--- config.mk ---
export PLATFORM = sky130hd
export DESIGN_NAME = attestation_quote_parser_core
export DESIGN_NICKNAME = d
export VERILOG_FILES = /design/src/design/aqp_pkg.sv /design/src/design/aqp_parse.sv /design/src/design/attestation_quote_parser_core.sv
export SDC_FILE = /design/constraint.sdc
export NUM_CORES = 1
export LEC_CHECK = 0
export BUFFER_PORTS_ARGS = -buffer_cell sky130_fd_sc_hd__buf_2
export CORE_MARGIN = 10
export CORE_UTILIZATION = 40
export CTS_BUF_LIST = sky130_fd_sc_hd__clkbuf_2
export CTS_CLUSTER_DIAMETER = 50
export CTS_CLUSTER_SIZE = 30
export DETAILED_ROUTE_END_ITERATION = 12
export SETUP_SLACK_MARGIN = 0.5
export SYNTH_ARGS = -nofsm -noshare
export SYNTH_HDL_FRONTEND = slang
export SYNTH_SLANG_ARGS = --single-unit
--- constraint.sdc ---
create_clock -name clk -period 17.4 [get_ports clk]
set_input_delay 3.48 -clock clk [delete_from_list [all_inputs] [get_ports clk]]
set_output_delay 3.48 -clock clk [all_outputs]
set_load 0.005 [all_outputs]
--- src/design/aqp_pkg.sv ---
`timescale 1ns / 1ps
// Types and constants for the TPM2 quote report parser.
// No dependencies; imported by every module of the block.
package aqp_pkg;

	typedef struct packed {
		logic [7:0] report_byte;
		logic       is_last;
	} aqp_in_t;

	typedef struct packed {
		logic [7:0]  echo_byte;
		logic [1:0]  region;
		logic [4:0]  region_index;
		logic        done_res;
		logic        valid_report;
		logic [3:0]  error_code;
		logic [63:0] clock_millis;
		logic [31:0] reset_count;
		logic [31:0] restart_count;
		logic        clock_safe;
		logic [63:0] fw_version;
	} aqp_out_t;

	// error codes, first failure wins
	localparam logic [3:0] ERR_NONE      = 4'd0;
	localparam logic [3:0] ERR_MAGIC     = 4'd1;
	localparam logic [3:0] ERR_TYPE      = 4'd2;
	localparam logic [3:0] ERR_KEY_HDR   = 4'd3;
	localparam logic [3:0] ERR_NONCE_SZ  = 4'd4;
	localparam logic [3:0] ERR_SEL_CNT   = 4'd5;
	localparam logic [3:0] ERR_PCR_ALG   = 4'd6;
	localparam logic [3:0] ERR_PCR_MASK  = 4'd7;
	localparam logic [3:0] ERR_DIGEST_SZ = 4'd8;
	localparam logic [3:0] ERR_TRUNC     = 4'd9;
	localparam logic [3:0] ERR_TRAILING  = 4'd10;

	// region tags
	localparam logic [1:0] REG_OTHER  = 2'd0;
	localparam logic [1:0] REG_KEY    = 2'd1;
	localparam logic [1:0] REG_NONCE  = 2'd2;
	localparam logic [1:0] REG_DIGEST = 2'd3;

	// expected field values
	localparam logic [31:0] MAGIC_WORD   = 32'hff544347;
	localparam logic [15:0] QUOTE_TYPE   = 16'h8018;
	localparam logic [15:0] ALG_SHA256   = 16'h000b;
	localparam logic [31:0] PCR_MASK_ALL = 32'h03ffffff;
	localparam logic [7:0]  SAFE_BYTE    = 8'h01;
	localparam logic [15:0] HASH_LEN     = 16'd32;
	localparam logic [15:0] KEY_SIZE     = 16'd34;
	localparam logic [31:0] SEL_COUNT    = 32'd1;

	// byte offsets in the report
	localparam logic [7:0] POS_MAGIC_END   = 8'd3;
	localparam logic [7:0] POS_TYPE_END    = 8'd5;
	localparam logic [7:0] POS_KSIZE_END   = 8'd7;
	localparam logic [7:0] POS_KALG_END    = 8'd9;
	localparam logic [7:0] POS_KEY_HASH    = 8'd10;
	localparam logic [7:0] POS_NSIZE_END   = 8'd43;
	localparam logic [7:0] POS_NONCE       = 8'd44;
	localparam logic [7:0] POS_MILLIS      = 8'd76;
	localparam logic [7:0] POS_RESETS      = 8'd84;
	localparam logic [7:0] POS_RESTARTS    = 8'd88;
	localparam logic [7:0] POS_SAFE        = 8'd92;
	localparam logic [7:0] POS_FW          = 8'd93;
	localparam logic [7:0] POS_FW_END      = 8'd100;
	localparam logic [7:0] POS_SEL_END     = 8'd104;
	localparam logic [7:0] POS_PALG_END    = 8'd106;
	localparam logic [7:0] POS_MASK_END    = 8'd110;
	localparam logic [7:0] POS_DSIZE_END   = 8'd112;
	localparam logic [7:0] POS_DIGEST      = 8'd113;
	localparam logic [7:0] POS_LAST        = 8'd144;
	localparam logic [7:0] REPORT_LEN      = 8'd145;
	localparam logic [7:0] HASH_BYTES      = 8'd32;
	localparam logic [7:0] POS_MAX         = 8'd255;

endpackage

--- src/design/aqp_parse.sv ---
`timescale 1ns / 1ps
// Per-byte layout checker and field extractor; holds the report state.
// Depends on aqp_pkg.
module aqp_parse import aqp_pkg::*; (
	input  logic     clk,
	input  logic     arst_n,
	input  logic     step,
	input  aqp_in_t  item,
	output aqp_out_t result
);

	logic [7:0]  pos_q;
	logic [3:0]  err_q;
	logic [31:0] shift_q;
	logic [63:0] millis_q;
	logic [31:0] resets_q;
	logic [31:0] restarts_q;
	logic        safe_q;
	logic [63:0] fw_q;

	logic [7:0]  b;
	logic [7:0]  p;
	logic [31:0] shift_n;
	logic [63:0] millis_n;
	logic [31:0] resets_n;
	logic [31:0] restarts_n;
	logic        safe_n;
	logic [63:0] fw_n;
	logic [3:0]  chk_code;
	logic [3:0]  err_a;
	logic [3:0]  err_n;

	assign b = item.report_byte;
	assign p = pos_q;
	assign shift_n = {shift_q[23:0], b};

	always_comb begin
		chk_code = ERR_NONE;
		case (p)
			POS_MAGIC_END: if (shift_n != MAGIC_WORD) chk_code = ERR_MAGIC;
			POS_TYPE_END:  if (shift_n[15:0] != QUOTE_TYPE) chk_code = ERR_TYPE;
			POS_KSIZE_END: if (shift_n[15:0] != KEY_SIZE) chk_code = ERR_KEY_HDR;
			POS_KALG_END:  if (shift_n[15:0] != ALG_SHA256) chk_code = ERR_KEY_HDR;
			POS_NSIZE_END: if (shift_n[15:0] != HASH_LEN) chk_code = ERR_NONCE_SZ;
			POS_SEL_END:   if (shift_n != SEL_COUNT) chk_code = ERR_SEL_CNT;
			POS_PALG_END:  if (shift_n[15:0] != ALG_SHA256) chk_code = ERR_PCR_ALG;
			POS_MASK_END:  if (shift_n != PCR_MASK_ALL) chk_code = ERR_PCR_MASK;
			POS_DSIZE_END: if (shift_n[15:0] != HASH_LEN) chk_code = ERR_DIGEST_SZ;
			default: begin
				if (p >= REPORT_LEN) chk_code = ERR_TRAILING;
			end
		endcase
	end

	assign err_a = (err_q != ERR_NONE) ? err_q : chk_code;
	assign err_n = (err_a != ERR_NONE) ? err_a :
		((item.is_last && p < POS_LAST) ? ERR_TRUNC : ERR_NONE);

	always_comb begin
		millis_n   = millis_q;
		resets_n   = resets_q;
		restarts_n = restarts_q;
		safe_n     = safe_q;
		fw_n       = fw_q;
		if (p >= POS_MILLIS && p < POS_RESETS) begin
			millis_n = {millis_q[55:0], b};
		end else if (p >= POS_RESETS && p < POS_RESTARTS) begin
			resets_n = {resets_q[23:0], b};
		end else if (p >= POS_RESTARTS && p < POS_SAFE) begin
			restarts_n = {restarts_q[23:0], b};
		end else if (p == POS_SAFE) begin
			safe_n = (b == SAFE_BYTE);
		end else if (p >= POS_FW && p <= POS_FW_END) begin
			fw_n = {fw_q[55:0], b};
		end
	end

	always_comb begin
		logic [7:0] off;
		off = 8'd0;
		result = '0;
		result.echo_byte = b;
		result.region = REG_OTHER;
		if (p >= POS_KEY_HASH && p < POS_KEY_HASH + HASH_BYTES) begin
			result.region = REG_KEY;
			off = p - POS_KEY_HASH;
		end else if (p >= POS_NONCE && p < POS_NONCE + HASH_BYTES) begin
			result.region = REG_NONCE;
			off = p - POS_NONCE;
		end else if (p >= POS_DIGEST && p < POS_DIGEST + HASH_BYTES) begin
			result.region = REG_DIGEST;
			off = p - POS_DIGEST;
		end
		result.region_index = off[4:0];
		result.done_res = item.is_last;
		if (item.is_last) begin
			result.valid_report  = (err_n == ERR_NONE);
			result.error_code    = err_n;
			result.clock_millis  = millis_n;
			result.reset_count   = resets_n;
			result.restart_count = restarts_n;
			result.clock_safe    = safe_n;
			result.fw_version    = fw_n;
		end
	end

	always_ff @(posedge clk or negedge arst_n) begin
		if (!arst_n) begin
			pos_q      <= '0;
			err_q      <= ERR_NONE;
			shift_q    <= '0;
			millis_q   <= '0;
			resets_q   <= '0;
			restarts_q <= '0;
			safe_q     <= 1'b0;
			fw_q       <= '0;
		end else if (step) begin
			if (item.is_last) begin
				// report closed: start fresh
				pos_q      <= '0;
				err_q      <= ERR_NONE;
				shift_q    <= '0;
				millis_q   <= '0;
				resets_q   <= '0;
				restarts_q <= '0;
				safe_q     <= 1'b0;
				fw_q       <= '0;
			end else begin
				if (pos_q != POS_MAX) pos_q <= pos_q + 8'd1;
				err_q      <= err_n;
				shift_q    <= shift_n;
				millis_q   <= millis_n;
				resets_q   <= resets_n;
				restarts_q <= restarts_n;
				safe_q     <= safe_n;
				fw_q       <= fw_n;
			end
		end
	end

endmodule

--- src/design/attestation_quote_parser_core.sv ---
`timescale 1ns / 1ps
// Top level of the TPM2 quote report parser: input register, checker, result register.
// Depends on aqp_pkg and aqp_parse.
//
//   channel | valid     | stall     | payload
//   request | req_valid | req_stall | req (aqp_in_t: one report byte + last flag)
//   result  | res_valid | res_stall | res (aqp_out_t: echo, tag, verdict, fields)
//
// One byte per cycle while the result does not stall; a byte taken into the input
// register is checked and lands in the result register once that register is free.
// Reset clears the report state and both valid flags; the next byte is offset 0.
// A stalled result holds; the input register keeps taking bytes until it is
// full behind a stalled result, then req_stall rises.
module attestation_quote_parser_core import aqp_pkg::*; (
	input  logic     clk,
	input  logic     arst_n,
	input  logic     req_valid,
	output logic     req_stall,
	input  aqp_in_t  req,
	output logic     res_valid,
	input  logic     res_stall,
	output aqp_out_t res
);

	logic     valid_s1;
	aqp_in_t  req_s1;
	logic     res_valid_q;
	aqp_out_t res_q;
	logic     out_free;
	logic     advance;
	aqp_out_t parse_res;

	assign out_free  = !res_valid_q || !res_stall;
	assign advance   = valid_s1 && out_free;
	assign req_stall = valid_s1 && !out_free;

	aqp_parse u_parse (
		.clk    (clk),
		.arst_n (arst_n),
		.step   (advance),
		.item   (req_s1),
		.result (parse_res)
	);

	always_ff @(posedge clk or negedge arst_n) begin
		if (!arst_n) begin
			valid_s1 <= 1'b0;
		end else if (!req_stall) begin
			valid_s1 <= req_valid;
		end
	end

	always_ff @(posedge clk) begin
		if (!req_stall && req_valid) req_s1 <= req;
	end

	always_ff @(posedge clk or negedge arst_n) begin
		if (!arst_n) begin
			res_valid_q <= 1'b0;
		end else if (out_free) begin
			res_valid_q <= valid_s1;
		end
	end

	always_ff @(posedge clk) begin
		if (advance) res_q <= parse_res;
	end

	assign res_valid = res_valid_q;
	assign res       = res_q;

endmodule
==> metrics.txt <==
DIE WIDTH=245 um; Synth area leader=edfxtp_1; core area=0.0502 mm^2; max-cap violations=0; Final #Nets=2223; Critical Path RT=13920 ps; H-tree lvl count=2; switch share=34.7%; Worst path most repeated cell=buf_2; maximum VDD drop=0.0564 mV; Tot GR Track Use=17.6%; Comb power frac=21.1%; Initial DRC Count=1570; clock slew at reported path FFs=280 ps; number of CTS-inserted buffers=49; WS Path Type=primary input to output pin; count leader, synth=nand2_1; R2R depth=10; cell area after layout=0.0227 mm^2; CP max FO=3; number of placed cells counting well taps=2818; register area share after synthesis=61.4%; Commonest cells post-synth=nand2_1 (647), dfrtp_1 (231), edfxtp_1 (223), o21ai_0 (219), a21oi_1 (202); Setup Buffers After CTS=0; initial antenna violation count=2; reg2reg setup slack=13100 ps; DP Area=0.0220 mm^2; ratio of cells with drive above 1 in the final layout=16.2%; PwrDens=124 mW/mm^2; worst-margin pin slew=1250 ps; largest net degree at the start of global routing=200; Switching Power=977 uW; PortBufs=228; Non-Filler Instances=2914; antenna viol nets, final=0; relative slew slack=16.6%; hold depth=2; Hold Crit Class=register to register; Cells after Synth=2047; Synth cell types=60; Root Driver=clkbuf_2; post-DR wirelength/cell=18.8 um; hold path endpoint=u_parse.shift_q[10]; CP cell instances=buf_2 -> nand3_1 -> inv_1 -> buf_2; DR vias/cell=5.35; CP max stage delay=120 ps; # setup viols final=0; Reg2Reg Capture Point=u_parse.resets_q[19]; Synth top area share=33.0%; CTS Buffer Depth=3; die area=0.0602 mm^2; RD Place Congestion=0.843; Mapped Nets=2073; ys async rst share=50.9%; status=complete, no violations; minimum clock period=7330 ps; Flop pwr share=56.5%; Chip Height=245 um; Post-synth EDFFs=223; fin crit share=42.1%; P&R area growth vs syn=11.8%; Pleak=0.00933 uW; pre-CTS setup slack=10080 ps; Worst Skew=135 ps; synthesized flop and latch total=454; Peak Freq=136 MHz; Crit-path slowest cell=buf_2; DR DRC count=0; hold buffers post-CTS=0; critical path data arrival time=3850 ps; Final Hold Fails=0; Startpoint Class=primary input; # fillers=4760; # resized after CTS=0; top area cells in the synthesized netlist=edfxtp_1 (33%), dfrtp_1 (28%), nand2_1 (12%); Mean Syn Cell Area=9.92 um^2; IO Pins=229; dpl hpwl=32.3 mm; CTS Sinks=454; worst setup margin=10070 ps; Synth warnings=0; Initial Util=40.5%; first-pass GRT wire length=85.8 mm; vias in the first global route=15000; drt pass-1 iters=5; Cell Area, Synth=0.0203 mm^2; via count=15600; Fin Setup TNS=0 ps; row count=82; Routed WL=54.8 mm; share of the core filled with cells=45.3%; main flop type after synthesis=dfrtp_1; clock insertion delay at the later pin of the skew report=1170 ps; Hold Startpoint=u_parse.shift_q[2]; CTS tree=built; CP endpoint kind=output pin; clock share of power=22.4%; Int Pwr=1840 uW; Final Max Tran Viols=0; WP buf/inv=3; grt total ovfl=0; RSZ-0062 raised after global routing=false; Top delay family on crit path=buffers and inverters; reg2reg start=u_parse.p[3]
logic make-up after synthesis:
kind of cell,count (synthesis),synth area share (%)
and+or+nand+nor,759,15.3
AOI/OAI and AO/OA,648,18.8
DFF,454,61.4
buffers and inverters,159,2.99
adders and majority gates,13,0.801
xor gates and xnor gates,8,0.345
muxes,6,0.308
placed cells by master, fill, tap and decap left out, drive strengths merged, types with 4 or more instances in the layout:
cell,instances
a31oi,7
ha,13
bufinv,5
clkbuf,55
diode,4
nor2b,4
nand2,647
nand3,11
xnor2,6
inv,22
a21boi,194
nor4,8
nor2,30
nand4,13
clkinv,13
or3,5
or4,4
dfrtp,231
buf,248
nand2b,4
and3,4
nor3,10
o21ai,222
mux2i,4
edfxtp,223
a21oi,202
clkinvlp,7
worst reg2reg max path, cell delays in order (launching register included):
cell and delay [ps]:
dfrtp_1 610, inv_1 220, ha_1 380, mux2i_1 280
or3_2 160, buf_4 600, nand3_1 230, buf_4 320
nor2_2 950, a21boi_0 290, o21ai_0 200
metal layers:
layer	GRT usage (%)	share of wire (%)
met5	0	0
met4	3.85	1.7
met3	4.00	6.5
met2	28.0	47
met1	24.1	45
how the worst max path moves through the flow:
stage	start	to	slack, ps	cells after the start
floorplan	res_stall	res[0]	8750	4
global placement	res_stall	req_stall	10060	4
detailed placement	res_stall	req_stall	10080	4
CTS	res_stall	req_stall	10080	4
global route	res_stall	req_stall	10030	4
finish	res_stall	req_stall	10070	4
flip-flops by register name, indices dropped and copies added, names as in the netlist:
| name | count |
|---|---|
| u_parse.resets_q | 32 |
| u_parse.err_q | 4 |
| u_parse.restarts_q | 32 |
| u_parse.safe_q | 1 |
| res_valid | 1 |
| u_parse.p | 8 |
| req_s1 | 9 |
| u_parse.shift_q | 24 |
| u_parse.fw_q | 64 |
| valid_s1 | 1 |
| u_parse.millis_q | 64 |
| res | 214 |
metrics by stage:
| step | hold slack, ps | power (uW) |
|---|---|---|
| after floorplan | 424 | 1970 |
| after global placement | 461 | 2180 |
| after detailed placement | 471 | 2210 |
| after CTS | 484 | 2850 |
| after global routing | 504 | 3020 |
| final | 449 | 2820 |
area by class of cell:
type | instances | area (um^2) | area share [%]
sequential | 454 | 12500 | 54.9
multi-input combinational | 1434 | 7280 | 32.0
timing repair buffer | 248 | 1310 | 5.78
tap | 672 | 841 | 3.70
clock inverter | 37 | 470 | 2.07
clock buffer | 55 | 275 | 1.21
inverter | 10 | 52.6 | 0.231
antenna | 4 | 10.0 | 0.0441
power groups by stage:
stage          sequential [uW]  combinational (uW)  clock [uW]
2_1_floorplan             1560                 406           0
3_3_place_gp              1600                 580           0
3_5_place_dp              1610                 602           0
4_1_cts                   1590                 605         657
5_1_grt                   1620                 694         698
6_report                  1590                 595         631
Note: power is estimated with default switching activity, not from simulation.
